**src/rtl/bpe_pkg.sv**
```systemverilog
`default_nettype none

package bpe_pkg;

    // Number of rule registers on the configuration port.
    localparam int RULE_REGS = 6;
    localparam int MAX_RULES_DEF = 6;

    localparam int PADDR_W = 5;
    localparam int PDATA_W = 32;

    // Register indexes (word addresses).
    localparam logic [2:0] REG_RULE_COUNT = 3'd0;
    localparam logic [2:0] REG_RULE_FIRST = 3'd1;
    localparam logic [2:0] REG_RULE_LAST  = 3'd6;

    typedef struct packed {
        logic [7:0] in_byte;
        logic       end_of_data;
    } bpe_in_t;

    typedef struct packed {
        logic [7:0] out_byte;
        logic       run_last;
        logic       stream_last;
    } bpe_out_t;

    typedef logic [23:0] rule_t;

    function automatic logic [7:0] rule_key(input rule_t r);
        rule_key = r[23:16];
    endfunction

    function automatic logic [7:0] rule_first(input rule_t r);
        rule_first = r[15:8];
    endfunction

    function automatic logic [7:0] rule_second(input rule_t r);
        rule_second = r[7:0];
    endfunction

endpackage

`default_nettype wire

```
**src/rtl/byte_pair_expander_top.sv**
```systemverilog
`default_nettype none

// Byte pair expander. Each request carries one compressed byte; it is run through
// the first rule_count substitution rules in order (at most MAX_RULES), and the
// expanded bytes leave one per result request, with run_last on the final byte of
// each expansion and stream_last on the final byte of a request with end_of_data.
// The expansion is walked depth first: pending second pair bytes go onto a stack
// memory of MAX_RULES entries with a registered read. Each step either applies
// one rule or emits one byte, with a stack read state between emitted bytes, and
// stalls on the result side hold emission; a new request is accepted only once
// the last byte of the previous one has been emitted. Rules must be written over
// the APB port only while the block is idle; the block itself does not enforce this.
module byte_pair_expander_top
    import bpe_pkg::*;
#(
    parameter int MAX_RULES = MAX_RULES_DEF
) (
    input  wire logic               aclk,
    input  wire logic               aresetn,
    input  wire logic               psel,
    input  wire logic               penable,
    input  wire logic               pwrite,
    input  wire logic [PADDR_W-1:0] paddr,
    input  wire logic [PDATA_W-1:0] pwdata,
    output logic      [PDATA_W-1:0] prdata,
    output logic                    pready,
    input  wire logic               s_valid,
    output logic                    s_ready,
    input  wire bpe_in_t            s_data,
    output logic                    m_valid,
    input  wire logic               m_ready,
    output bpe_out_t                m_data
);

    localparam int LW  = $clog2(MAX_RULES + 1);
    localparam int SPW = $clog2(MAX_RULES + 1);
    localparam int AW  = (MAX_RULES > 1) ? $clog2(MAX_RULES) : 1;
    localparam int EW  = 8 + LW;

    localparam logic [1:0] ST_IDLE   = 2'd0;
    localparam logic [1:0] ST_EXPAND = 2'd1;
    localparam logic [1:0] ST_POP    = 2'd2;

    // Configuration registers.
    logic [2:0] rule_count_reg;
    rule_t      rules_reg [RULE_REGS];
    logic [2:0] cfg_idx;
    logic       cfg_wr;

    assign pready  = 1'b1;
    assign cfg_idx = paddr[4:2];
    assign cfg_wr  = psel && penable && pwrite;

    always_ff @(posedge aclk) begin
        if (!aresetn) begin
            rule_count_reg <= 3'd0;
            for (int i = 0; i < RULE_REGS; i++) begin
                rules_reg[i] <= '0;
            end
        end else if (cfg_wr) begin
            if (cfg_idx == REG_RULE_COUNT) begin
                rule_count_reg <= pwdata[2:0];
            end
            for (int i = 0; i < RULE_REGS; i++) begin
                if (cfg_idx == REG_RULE_FIRST + 3'(i)) begin
                    rules_reg[i] <= pwdata[23:0];
                end
            end
        end
    end

    always_comb begin
        prdata = '0;
        if (cfg_idx == REG_RULE_COUNT) begin
            prdata = {29'd0, rule_count_reg};
        end else if (cfg_idx >= REG_RULE_FIRST && cfg_idx <= REG_RULE_LAST) begin
            prdata = {8'd0, rules_reg[cfg_idx - REG_RULE_FIRST]};
        end
    end

    // Expansion control.
    logic [1:0]     state_reg, state_next;
    logic [7:0]     cur_byte_reg, cur_byte_next;
    logic [LW-1:0]  cur_level_reg, cur_level_next;
    logic           eod_reg, eod_next;
    logic [SPW-1:0] sp_reg, sp_next;
    logic           m_valid_reg, m_valid_next;
    bpe_out_t       m_data_reg, m_data_next;

    logic [2:0]     active_n;
    logic           hit;
    logic [LW-1:0]  hit_idx;
    rule_t          hit_rule;
    logic           out_free;
    logic           push_en, pop_en;
    logic [EW-1:0]  push_entry;
    logic [SPW-1:0] pop_ptr;

    logic [EW-1:0]  stack_mem [MAX_RULES];
    logic [EW-1:0]  stack_rdata_reg;

    assign active_n = (rule_count_reg > 3'(MAX_RULES)) ? 3'(MAX_RULES) : rule_count_reg;
    assign out_free = !m_valid_reg || m_ready;
    assign pop_ptr  = sp_reg - SPW'(1);

    // The first active rule at or after the current level whose key matches.
    always_comb begin
        hit     = 1'b0;
        hit_idx = '0;
        for (int r = MAX_RULES - 1; r >= 0; r--) begin
            if (3'(r) < active_n && LW'(r) >= cur_level_reg &&
                rule_key(rules_reg[r]) == cur_byte_reg) begin
                hit     = 1'b1;
                hit_idx = LW'(r);
            end
        end
        hit_rule = rules_reg[hit_idx];
    end

    always_comb begin
        state_next     = state_reg;
        cur_byte_next  = cur_byte_reg;
        cur_level_next = cur_level_reg;
        eod_next       = eod_reg;
        sp_next        = sp_reg;
        m_valid_next   = m_valid_reg && !m_ready;
        m_data_next    = m_data_reg;
        push_en        = 1'b0;
        pop_en         = 1'b0;
        push_entry     = {rule_second(hit_rule), hit_idx + LW'(1)};

        case (state_reg)
            ST_IDLE: begin
                if (s_valid) begin
                    cur_byte_next  = s_data.in_byte;
                    cur_level_next = '0;
                    eod_next       = s_data.end_of_data;
                    state_next     = ST_EXPAND;
                end
            end
            ST_EXPAND: begin
                if (hit) begin
                    // Keep walking the first pair byte; the second waits on the stack.
                    push_en        = 1'b1;
                    sp_next        = sp_reg + SPW'(1);
                    cur_byte_next  = rule_first(hit_rule);
                    cur_level_next = hit_idx + LW'(1);
                end else if (out_free) begin
                    m_valid_next         = 1'b1;
                    m_data_next.out_byte = cur_byte_reg;
                    m_data_next.run_last = (sp_reg == '0);
                    m_data_next.stream_last = (sp_reg == '0) && eod_reg;
                    if (sp_reg == '0) begin
                        state_next = ST_IDLE;
                    end else begin
                        pop_en     = 1'b1;
                        sp_next    = pop_ptr;
                        state_next = ST_POP;
                    end
                end
            end
            ST_POP: begin
                cur_byte_next  = stack_rdata_reg[EW-1:LW];
                cur_level_next = stack_rdata_reg[LW-1:0];
                state_next     = ST_EXPAND;
            end
            default: begin
                state_next = ST_IDLE;
            end
        endcase
    end

    always_ff @(posedge aclk) begin
        if (push_en) begin
            stack_mem[sp_reg[AW-1:0]] <= push_entry;
        end
        if (pop_en) begin
            stack_rdata_reg <= stack_mem[pop_ptr[AW-1:0]];
        end
    end

    always_ff @(posedge aclk) begin
        if (!aresetn) begin
            state_reg   <= ST_IDLE;
            sp_reg      <= '0;
            m_valid_reg <= 1'b0;
        end else begin
            state_reg   <= state_next;
            sp_reg      <= sp_next;
            m_valid_reg <= m_valid_next;
        end
    end

    always_ff @(posedge aclk) begin
        cur_byte_reg  <= cur_byte_next;
        cur_level_reg <= cur_level_next;
        eod_reg       <= eod_next;
        m_data_reg    <= m_data_next;
    end

    assign s_ready = (state_reg == ST_IDLE);
    assign m_valid = m_valid_reg;
    assign m_data  = m_data_reg;

`ifndef SYNTHESIS
    a_sp_bound: assert property (@(posedge aclk) disable iff (!aresetn)
        sp_reg <= SPW'(MAX_RULES))
        else $error("stack pointer beyond rule depth");

    a_idle_empty: assert property (@(posedge aclk) disable iff (!aresetn)
        state_reg == ST_IDLE |-> sp_reg == '0)
        else $error("stack not empty while idle");

    a_accept_expand: assert property (@(posedge aclk) disable iff (!aresetn)
        s_valid && s_ready |=> state_reg == ST_EXPAND)
        else $error("accepted request did not start expansion");

    a_pop_one_cycle: assert property (@(posedge aclk) disable iff (!aresetn)
        state_reg == ST_POP |=> state_reg == ST_EXPAND)
        else $error("stack read did not return to expansion");

    a_last_empties: assert property (@(posedge aclk) disable iff (!aresetn)
        pop_en |-> sp_reg != '0 && !push_en)
        else $error("pop from empty stack or overlapping push");
`endif

endmodule

`default_nettype wire

```
**config.mk**
```make
export PLATFORM = sky130hd
export DESIGN_NAME = byte_pair_expander_top
export DESIGN_NICKNAME = d
export VERILOG_FILES = /design/src/rtl/bpe_pkg.sv /design/src/rtl/byte_pair_expander_top.sv
export SDC_FILE = /design/constraint.sdc
export NUM_CORES = 1
export LEC_CHECK = 0
export ABC_CLOCK_PERIOD_IN_PS = 10850
export BUFFER_PORTS_ARGS = -buffer_cell sky130_fd_sc_hd__buf_2
export CORE_UTILIZATION = 50
export CTS_CLUSTER_SIZE = 14
export DETAILED_ROUTE_END_ITERATION = 8
export PLACE_DENSITY = 0.78
export SETUP_SLACK_MARGIN = 0.15
export SLEW_MARGIN = 10
export SYNTH_ARGS = -nofsm -noshare
export SYNTH_HDL_FRONTEND = slang
export SYNTH_SLANG_ARGS = --single-unit
```
**constraint.sdc**
```tcl
create_clock -name aclk -period 10.85 [get_ports aclk]
set_input_delay 2.17 -clock aclk [delete_from_list [all_inputs] [get_ports aclk]]
set_output_delay 2.17 -clock aclk [all_outputs]
set_load 0.05 [all_outputs]
```
==> results_dict.tcl <==
set metrics [dict create \
    fin_crit_sh_pct 66.6 \
    synth_edf_count 243 \
    grt-ovfl-total 0 \
    globalplace.congestion 0.883 \
    critical_path_class "in2out" \
    drt_iter0_markers 1073 \
    start_util_pct 50.9 \
    seqCellArea_um2 7480 \
    end_kind "output port" \
    power_density_nw_per_um2 193 \
    grt_pass1_wl_mm 50.8 \
    largest_register_ffs 144 \
    dieArea_um2 26200 \
    clk_root_buffer_cell "clkbuf_16" \
    reg2reg_setup_slack_ns 6.90 \
    dp_cells 1345 \
    critPathArrivalTime_ns 5.05 \
    ys_top_cells_by_area "edfxtp_1 (57%), and2_1 (7.2%), mux4_2 (6.2%), mux2i_1 (3.5%), xnor2_1 (2.7%)" \
    num-fill-cells 2014 \
    cts.repair_timing.setup_buffer_count 0 \
    status "finished, final reports clean" \
    drive_gt1_share_pct 18.0 \
    fin_util_pct 57.2 \
    port_buffers 78 \
    grtUsageTotal_pct 26.0 \
    peakVddDrop_mv 0.160 \
    pre_cts_ws_ns 3.62 \
    synth_warnings 0 \
    grt_pass1_vias 8617 \
    r2r-end "stack_mem[5][5]" \
    worstPathRequired_ns 8.68 \
    cts_inserted_buffers 26 \
    drt_pass1_iterations 8 \
    grt_max_degree 53 \
    synth_common_cells "edfxtp_1 (243), and2_1 (147), nand2_1 (59), mux2i_1 (45), clkbuf_1 (41)" \
    placementRows 58 \
    die-height_um 162 \
    wirelength_mm 33.6 \
    numClockSinks 252 \
    critPathLaunchType "primary input" \
    fin_nets 1109 \
    clock_latency_ns 0.54 \
    fin_ws_ns 3.63 \
    wire_per_inst_um 24.1 \
    slew_headroom_pct 17.3 \
    max_freq_mhz 138 \
    synth_most_common_cell "edfxtp_1" \
    clock_skew_ns 0.0229 \
    report.final.hold_viol_count 0 \
    min_to "state_reg[0]" \
    hpwl_mm 21.6 \
    cap_violations 0 \
    ys.flop_type "edfxtp_1" \
    period_needed_ns 7.22 \
    post_cts_resized 0 \
    multi_input_area_um2 5020 \
    ant_nets 0 \
    htree_levels 1 \
    io_pins 98 \
    holdCritPathClass "reg2reg" \
    ff2ff_path_depth 8 \
    cts_tree "done" \
    syn_area_per_cell_um2 12.9 \
    p_leak_nw 5.05 \
    die_w_um 162 \
    setup_violations 0 \
    yosys_register_bits 252 \
    path_clk_slew_ns 0.06 \
    core_area_um2 25100 \
    tightest_slew_ns 1.23 \
    rsz0062_at_grt "no" \
    finalNonFillerCells 1396 \
    drc 0 \
    syn_to_final_growth_pct 12.3 \
    vias 8754 \
    min_path_cells 2 \
    synth_cells 990 \
    netlist_area_um2 12800 \
    cts_buffer_depth 3 \
    antenna_found_initial 4 \
    cp_max_fo 52 \
    async_reset_ff_share_pct 0 \
    r2r-start "cur_byte_reg[7]" \
    viasPerCell 6.27 \
    hold_start "state_reg[0]" \
    final_max_slew_viol_count 0 \
    yosysTopAreaCell "edfxtp_1" \
    tns_ns 0 \
    synth_cell_types 60 \
    synth_top_area_share_pct 57.1 \
    synth_seq_area_share_pct 58.5 \
    ctsHoldBuffers 0 \
]
-- worst max-delay path by stage --
| stage | depth (start not counted) | slack [ns] | start | to |
|---|---|---|---|---|
| 5_1_grt | 8 | 3.41 | paddr[2] | prdata[13] |
| 3_5_place_dp | 8 | 3.62 | paddr[2] | prdata[13] |
| 6_report | 8 | 3.63 | paddr[2] | prdata[12] |
| 4_1_cts | 8 | 3.62 | paddr[2] | prdata[13] |
| 3_3_place_gp | 8 | 3.67 | paddr[2] | prdata[13] |
| 2_1_floorplan | 10 | 2.89 | paddr[2] | prdata[12] |
-- worst max-delay path, stage by stage --
cell and delay, ns:
buf_4 0.71, inv_1 0.22, ha_1 0.32, xor2_4 0.13
buf_4 0.50, nor2_1 0.13, a211oi_1 0.47, buf_2 0.36
-- cell families after synthesis --
family / share of synthesized area (%)
simple gates: 15.0
xor+xnor: 3.43
flops: 58.5
buf+inv: 3.50
compound gates: 8.58
mux: 9.69
fa+ha+maj: 1.27
other cells: 0.0588
-- cell type report --
| type | instances | share of cell area (%) |
|---|---|---|
| repair buffers | 93 | 3.52 |
| multi-input cells | 650 | 35.0 |
| inverters | 20 | 0.523 |
| well taps | 330 | 2.88 |
| flip-flops and latches | 252 | 52.1 |
| clock inverters | 12 | 0.767 |
| clock buffers | 36 | 5.22 |
| diodes | 3 | 0.0523 |
-- layout by cell type (no fill, tap or decap), types with 10 or more instances in the layout --
cell,count
mux2i_1,45
nand3_1,17
xnor2_1,39
a21oi_1,20
nor4_1,12
xor2_1,10
edfxtp_1,243
buf_2,77
and2_1,147
ha_1,13
o21ai_1,10
nand4_1,11
inv_1,20
a211oi_1,23
buf_4,16
nand2_1,59
nor3_1,16
clkbuf_16,27
mux4_2,35
o21ai_0,31
nor2_1,39
-- stage by stage --
step / total power (W) / hold WS (ns) / area [um2]
5_1_grt: 0.00286 / 0.551 / 14300
3_5_place_dp: 0.00190 / 0.506 / 13500
2_1_floorplan: 0.00171 / 0.421 / 12800
3_3_place_gp: 0.00189 / 0.491 / 13500
6_report: 0.00277 / 0.523 / 14400
4_1_cts: 0.00277 / 0.522 / 14300
-- where the power goes --
part | internal [W] | switching [W]
Combinational | 0.000213 | 0.000416
Clock | 0.000509 | 0.000371
Sequential | 0.00117 | 0.0000942
-- metal layers --
metal	track usage, %	vias to the layer above	part of all wire (%)
met1	36.2	4260	39
met2	40.6	566	46
met3	5.34	99	12
met5	0	-	0.036
li1	-	3827	-
met4	9.26	2	3.4
No activity file was read; power rests on OpenSTA's default activity.
